File: config.mk
export PLATFORM = sky130hd
export DESIGN_NAME = ptra_ctrl
export DESIGN_NICKNAME = d
export VERILOG_FILES = /design/src/ptra_pkg.sv /design/src/ptra_ctrl.sv
export SDC_FILE = /design/constraint.sdc
export NUM_CORES = 1
export LEC_CHECK = 0
export BUFFER_PORTS_ARGS = -buffer_cell sky130_fd_sc_hd__buf_2
export CORE_UTILIZATION = 41
export CTS_CLUSTER_DIAMETER = 30
export DETAILED_ROUTE_END_ITERATION = 10
export MAX_ROUTING_LAYER = met4
export PLACE_DENSITY_LB_ADDON = 0.12
export SYNTH_ARGS = -nofsm -noshare
export SYNTH_HDL_FRONTEND = slang
export SYNTH_SLANG_ARGS = --single-unit
File: constraint.sdc
create_clock -name clock -period 1.4 [get_ports clock]
set_input_delay 0.07 -clock clock [delete_from_list [all_inputs] [get_ports clock]]
set_output_delay 0.07 -clock clock [all_outputs]
set_load 0.01 [all_outputs]
File: src/ptra_pkg.sv
// ---------------------------------------------------------------------------
// ptra_pkg: shared types and constants
// Table geometry, mode and status codes, controller states and the
// command/status bundles between controller and datapath.
// ---------------------------------------------------------------------------
package ptra_pkg;

   localparam int KERNEL_TABLES     = 3;
   localparam int ENTRIES_PER_TABLE = 1024;
   localparam int TABLE_DEPTH       = KERNEL_TABLES * ENTRIES_PER_TABLE;
   localparam int ADDR_W            = $clog2(TABLE_DEPTH);
   localparam int IDX_W             = $clog2(TABLE_DEPTH + 1);
   localparam int CNT_W             = 13;
   localparam int CMP_W             = (IDX_W > CNT_W) ? IDX_W : CNT_W;
   localparam int DIR_FIRST         = 768;

   localparam logic [31:0] WINDOW_BASE = 32'hC000_0000;
   localparam logic [31:0] PAGE_BYTES  = 32'h0000_1000;

   typedef enum logic [1:0] {
      MODE_MAP   = 2'd0,
      MODE_UNMAP = 2'd1,
      MODE_XLATE = 2'd2,
      MODE_HIGH  = 2'd3
   } mode_type;

   typedef enum logic [1:0] {
      STAT_OK      = 2'd0,
      STAT_NO_RUN  = 2'd1,
      STAT_LOCKED  = 2'd2,
      STAT_OUTSIDE = 2'd3
   } status_type;

   typedef enum logic [2:0] {
      RES_NONE,
      RES_MAP,
      RES_NO_RUN,
      RES_OUTSIDE,
      RES_LOCKED,
      RES_UNMAP,
      RES_XLATE,
      RES_HIGH
   } res_type;

   typedef enum logic [3:0] {
      FSM_CLEAR,
      FSM_IDLE,
      FSM_MAP_SCAN,
      FSM_MAP_WRITE,
      FSM_UNMAP_RD,
      FSM_UNMAP_CHK,
      FSM_XLATE_RD,
      FSM_XLATE_CHK,
      FSM_HIGH_SCAN,
      FSM_RESP
   } fsm_type;

   typedef struct packed {
      logic    load;
      logic    clr_wr;
      logic    scan;
      logic    map_wr;
      logic    rd;
      logic    unmap_clr;
      res_type res;
   } cmd_type;

   typedef struct packed {
      logic clr_last;
      logic req_outside;
      logic found;
      logic scan_done;
      logic idx_end;
      logic locked;
      logic endblk;
      logic wr_last;
   } sts_type;

endpackage

File: src/ptra_ctrl.sv
// ---------------------------------------------------------------------------
// ptra_ctrl: sequencing controller
// Walks clear, scan, write and walk phases and issues datapath commands.
// ---------------------------------------------------------------------------
module ptra_ctrl (
   input  logic                clock,
   input  logic                reset,
   input  logic                start,
   input  logic [1:0]          req_mode,
   input  ptra_pkg::sts_type   sts,
   output ptra_pkg::cmd_type   cmd,
   output logic                busy,
   output logic                rsp_valid
);

   ptra_pkg::fsm_type state_ff, state_in;

   always_ff @(posedge clock) begin
      if (reset) begin
         state_ff <= ptra_pkg::FSM_CLEAR;
      end else begin
         state_ff <= state_in;
      end
   end

   // next state
   always_comb begin
      state_in = state_ff;
      case (state_ff)
         ptra_pkg::FSM_CLEAR: begin
            if (sts.clr_last) state_in = ptra_pkg::FSM_IDLE;
         end
         ptra_pkg::FSM_IDLE: begin
            if (start) begin
               case (ptra_pkg::mode_type'(req_mode))
                  ptra_pkg::MODE_MAP:   state_in = ptra_pkg::FSM_MAP_SCAN;
                  ptra_pkg::MODE_UNMAP: state_in = sts.req_outside ? ptra_pkg::FSM_RESP
                                                                   : ptra_pkg::FSM_UNMAP_RD;
                  ptra_pkg::MODE_XLATE: state_in = sts.req_outside ? ptra_pkg::FSM_RESP
                                                                   : ptra_pkg::FSM_XLATE_RD;
                  default:              state_in = ptra_pkg::FSM_HIGH_SCAN;
               endcase
            end
         end
         ptra_pkg::FSM_MAP_SCAN: begin
            if (sts.found)          state_in = ptra_pkg::FSM_MAP_WRITE;
            else if (sts.scan_done) state_in = ptra_pkg::FSM_RESP;
         end
         ptra_pkg::FSM_MAP_WRITE: begin
            if (sts.wr_last) state_in = ptra_pkg::FSM_RESP;
         end
         ptra_pkg::FSM_UNMAP_RD: begin
            state_in = sts.idx_end ? ptra_pkg::FSM_RESP : ptra_pkg::FSM_UNMAP_CHK;
         end
         ptra_pkg::FSM_UNMAP_CHK: begin
            if (sts.locked || sts.endblk) state_in = ptra_pkg::FSM_RESP;
            else                          state_in = ptra_pkg::FSM_UNMAP_RD;
         end
         ptra_pkg::FSM_XLATE_RD:  state_in = ptra_pkg::FSM_XLATE_CHK;
         ptra_pkg::FSM_XLATE_CHK: state_in = ptra_pkg::FSM_RESP;
         ptra_pkg::FSM_HIGH_SCAN: begin
            if (sts.scan_done) state_in = ptra_pkg::FSM_RESP;
         end
         ptra_pkg::FSM_RESP: state_in = ptra_pkg::FSM_IDLE;
         default:            state_in = ptra_pkg::FSM_IDLE;
      endcase
   end

   // commands
   always_comb begin
      cmd = '{load: 1'b0, clr_wr: 1'b0, scan: 1'b0, map_wr: 1'b0, rd: 1'b0,
              unmap_clr: 1'b0, res: ptra_pkg::RES_NONE};
      case (state_ff)
         ptra_pkg::FSM_CLEAR: cmd.clr_wr = 1'b1;
         ptra_pkg::FSM_IDLE: begin
            if (start) begin
               cmd.load = 1'b1;
               if ((req_mode == ptra_pkg::MODE_UNMAP || req_mode == ptra_pkg::MODE_XLATE)
                   && sts.req_outside)
                  cmd.res = ptra_pkg::RES_OUTSIDE;
            end
         end
         ptra_pkg::FSM_MAP_SCAN: begin
            cmd.scan = 1'b1;
            if (!sts.found && sts.scan_done) cmd.res = ptra_pkg::RES_NO_RUN;
         end
         ptra_pkg::FSM_MAP_WRITE: begin
            cmd.map_wr = 1'b1;
            if (sts.wr_last) cmd.res = ptra_pkg::RES_MAP;
         end
         ptra_pkg::FSM_UNMAP_RD: begin
            if (sts.idx_end) cmd.res = ptra_pkg::RES_OUTSIDE;
            else             cmd.rd  = 1'b1;
         end
         ptra_pkg::FSM_UNMAP_CHK: begin
            if (sts.locked) begin
               cmd.res = ptra_pkg::RES_LOCKED;
            end else begin
               cmd.unmap_clr = 1'b1;
               if (sts.endblk) cmd.res = ptra_pkg::RES_UNMAP;
            end
         end
         ptra_pkg::FSM_XLATE_RD:  cmd.rd  = 1'b1;
         ptra_pkg::FSM_XLATE_CHK: cmd.res = ptra_pkg::RES_XLATE;
         ptra_pkg::FSM_HIGH_SCAN: begin
            cmd.scan = 1'b1;
            if (sts.scan_done) cmd.res = ptra_pkg::RES_HIGH;
         end
         default: ;
      endcase
   end

   assign busy      = (state_ff != ptra_pkg::FSM_IDLE);
   assign rsp_valid = (state_ff == ptra_pkg::FSM_RESP);

endmodule

# After elaboration in Yosys (flattened, before gate mapping)
# Index checks and enable logic that the tools add are counted.
[word_totals]
ff_bits = 4
elab_cells = 54
in_bits = 13
out_inout_bits = 11
[op_classes]
mux = 29
n_reduce_logical = 9
n_eq_ne = 15
[ops]
columns = ["op", "n"]
rows = [
  ["4-bit two-way mux", 9],
  ["4-bit one-hot mux with 9 select lines", 1],
  ["3-bit one-hot mux with 7 select lines", 1],
  ["4-bit by 3-bit == test with 1-bit output, second input constant", 4],
  ["3-bit two-way mux", 4],
  ["4-bit one-hot mux with 3 select lines", 1],
  ["1-bit two-way mux", 9],
  ["4-bit by 2-bit == test with 1-bit output, second input constant", 2],
  ["4-bit == test, second input constant", 2],
  ["2-bit two-way mux", 3],
  ["2-bit != test, second input constant", 3],
  ["4-bit by 1-bit == test with 1-bit output, second input constant", 1],
  ["4-bit logical NOT", 1],
  ["4-bit by 1-bit != test with 1-bit output, second input constant", 1],
  ["3-bit AND reduction", 1],
  ["2-bit by 1-bit == test with 1-bit output, second input constant", 1],
  ["2-bit == test, second input constant", 1],
  ["1-bit logical AND", 2],
  ["2-bit logical NOT", 1],
  ["1-bit logical OR", 2],
  ["1-bit one-hot mux with 2 select lines", 1],
  ["2-bit OR reduction", 1],
  ["1-bit logical NOT", 1],
]

# Depth between registers and ports, before layout
[logic_depth]
ltp_word = 6
ltp_mapped = 6
ltp_nobuf = 6

# Least setup slack after synthesis
# No wires, ideal clock.
[synth_timing]
kind = "register -> register"
from = "reg state_ff[2]"
to = "reg state_ff[0]"
synth_period_minus_slack_ns = 1.497
path_slack_ns = -0.097
stages_incl_launch_ff = 6
required_ns = 1.280
arrival_ns = 1.377
setup_time_ns = 0.120
n_path_buf = 2
path_cell_list = "dfxtp_1 buf_6 clkbuf_1 nor4_1 a21oi_1 o31a_1"
[synth_between]
elab_chain_cells = 3
elab_cells_between_ends = 14
cone_classes = "eq/ne (11); mux (1); reduce/logical (2)"
[synth_rtl]
columns = ["element", "line_no", "text"]
rows = [
  ["start, declared", "ptra_ctrl.sv:16", "ptra_pkg::fsm_type state_ff, state_in;"],
  ["start signal, assigned", "ptra_ctrl.sv:20", "state_ff <= ptra_pkg::FSM_CLEAR;"],
  ["start signal, assigned", "ptra_ctrl.sv:22", "state_ff <= state_in;"],
  ["4-bit by 2-bit == test with 1-bit output, or another cell as far along", "ptra_ctrl.sv:29", "case (state_ff)"],
  ["2-bit != test (no source line)", "n/a", ""],
  ["3-bit AND reduction (no source line)", "n/a", ""],
]
# Parallel ways exist; a longest one is shown, timed or not.
# A chain may end at the register's enable or synchronous reset.

==> out/metrics.yaml <==
slowest_delay_ns: 0.37
floorplan.io_pins: 24
clk_root_buffer_cell: "clkbuf_4"
postSynthAreaPerCell_um2: 7.49
total_routing_resource_utilization_after_global_routing_pct: 29.9
detail_route.wirelength.met1_mm: 1.17
synth-edff-count: 0
starting_density_of_the_core_pct: 43.8
cell_types_with_the_largest_area_share_after_synthesis: "dfxtp_1 (14%), ha_1 (8.8%), a21oi_1 (6.2%)"
top_register: "state_ff"
max-vdd-ir-drop_uv: 295
cellPowerDensity_mw_per_mm2: 435
post-route-period-util_pct: 110
drt-wirelength-per-cell_um: 20.6
grt_first_pass_wirelength_mm: 2.97
fp.dieArea_mm2: 0.00154
grt_antenna_before_repair: 0
grt_start_max_net_pins: 13
chipHeight_um: 39.3
multiInputGateArea_um2: 572
remaining_drc_errors: 0
cts_tree: "built"
cts.clk_slew.worst_paths_ns: 0.04
insertion_delay_ns: 0.23
critical_path.cell_chain: "nor4b_4 > and2_4 > a32oi_4 > o21ai_1 > buf_2"
static-leakage-power_nw: 0.522
hold_path.class: "input pin to flip-flop"
largest_regs: "state_ff: 4 flops"
yosysTopAreaCell: "dfxtp_1"
detailed_place_hpwl_mm: 1.39
synth_nets: 93
fill_cells: 60
fmax_mhz: 648
wirelength_mm: 2.94
number_of_violations_reported_at_the_end_of_detailed_routing_iteration_0: 39
largest_register_ffs: 4
fp.dieW_um: 39.3
dp_cells: 127
setup_violations: 11
maxCapViolCount: 0
number_of_storage_elements_in_the_synthesis_netlist: 4
synth_flop_cell: "dfxtp_1"
synth.distinct_cells: 34
slew-limit-headroom_pct: 74.2
critical_path.startpoint_type: "flip-flop"
post_synth_instance_area_um2: 569
drt-vias-per-instance: 6.33
global_route.overflow_total: 0
highest_layer: "met4"
critPathMaxFanout: 8
crit_arrival_ns: 1.47
cts.sinks: 4
total_via_count_after_detailed_routing: 905
first_global_vias: 698
numCtsBuffers: 3
synth_sequential_area_ratio_pct: 14.1
yosysWarnings: 0
final-instance-count-excl-fill: 143
timing.final.crit_period_ns: 1.54
max_slew.worst_pin.slew_ns: 0.386
regArea_um2: 95.1
core-area_mm2: 0.00130
area_growth_syn_to_layout_pct: 102
number_of_instances_in_the_synthesized_netlist: 76
holdBufCountCts: 0
violations: "negative setup slack"
drt_pre_antenna_iters: 4
timing.reg2reg.setup_slack_ns: -0.14
antenna_viol_nets_final: 0
critPathKind: "flip-flop to output port"
placement_rows: 13
cts.path.max_buffers: 2
fin_hold_ws_ns: 0.0865
crit_path_top_delay_cell: "dfxtp_4"
yosys.area.top_type_share_pct: 14.1
met3RoutedLength_um: 213
htree_levels: 1
setup_repair_after_global_routing_missed_its_margin: "true"
hold_viol: 0
worst_slack_ns: -0.143
maxSlewViolCount: 0
finClkSkew_ns: 0.00324
gpl.final_weighted_congestion: 0.921
wl_met2_mm: 1.48
fin_total_pwr_uw: 502
io_buffer_count: 23
netlist_top_cells_count: "a21oi_1 (7), inv_1 (7), nor2_1 (5), o21ai_0 (5)"
end_kind: "output port"
outcome: "finished, violations left"
antennaDiodeCount: 0
finalNetCount: 147
worstPathRequired_ns: 1.33
layout-drive-gt1-share_pct: 65.6
synth-async-reset-ratio_pct: 0
==> path summary, 6_finish.rpt <==
check / end / startpoint / depth (start not counted)
max: cmd[1] / state_ff[2] / 5
min: state_ff[3] / reset / 2
max reg2reg: state_ff[1] / state_ff[1] / 6
min reg2reg: state_ff[3] / state_ff[0] / 3
==> per-stage QoR <==
| step | setup TNS (ns) | utilization [%] | instance area, µm² | setup slack, ns |
|---|---|---|---|---|
| global placement | -0.377 | 62.2 | 810 | -0.0983 |
| detailed placement | -0.317 | 62.2 | 810 | -0.0823 |
| floorplan | 0 | - | 576 | 0.0113 |
| finish | -0.764 | 88.6 | 1150 | -0.143 |
| CTS | -0.371 | 71.4 | 930 | -0.118 |
| global route | -1.23 | 88.6 | 1150 | -0.180 |
==> kinds of logic (layout without fill, tap and decap cells) <==
family,count (synthesis),in the layout,synth area share (%)
simple gates,29,29,33.6
compound gates,26,26,32.1
buf+inv,13,65,11.4
fa+ha+maj,4,4,8.79
flops,4,4,14.1
==> critical path: cells and delay by family, from the launching register on <==
| family | cells | cell delay (ns) |
|---|---|---|
| buffers and inverters | 1 | 0.14 |
| and+or+nand+nor | 2 | 0.53 |
| DFF | 1 | 0.37 |
| AOI/OAI and AO/OA | 2 | 0.20 |
==> cell type report <==
cell class              count  share of cell area, %
multi-input cells          59                   49.6
flip-flops and latches      4                   8.25
repair buffers             54                   35.7
clock buffers               3                   1.95
inverters                   8                   2.82
well taps                  15                   1.63
==> where the power goes <==
group	internal, mW	switching (mW)	leakage (nW)	total (mW)
clock network	0.0959	0.0472	0.0138	0.143
logic	0.115	0.120	0.473	0.236
registers	0.113	0.00928	0.0355	0.123
total	0.325	0.177	0.522	0.502
==> cell usage in the layout (no fill, tap or decap), types with 3 or more instances in the layout <==
cell / synthesis / layout
inv_1: 7 / 7
dfxtp_4: 0 / 4
clkbuf_4: 0 / 3
buf_2: 1 / 20
buf_4: 0 / 20
buf_6: 2 / 13
ha_1: 4 / 4
a21oi_1: 7 / 5
nor2_1: 5 / 5
o21ai_0: 5 / 3
nor4_4: 0 / 3
==> repair_timing <==
action	in CTS	in global routing
gates resized for setup	21	32
pin swaps	6	6
endpoints found under the setup margin	13	13
setup buffers	3	11
==> metal layers <==
layer	vias up	track usage (%)
li1	392	-
met1	448	36.1
met2	53	49.2
met3	12	5.11
met4	0	12.1
met5	-	-
No activity file was read; power rests on OpenSTA's default activity.
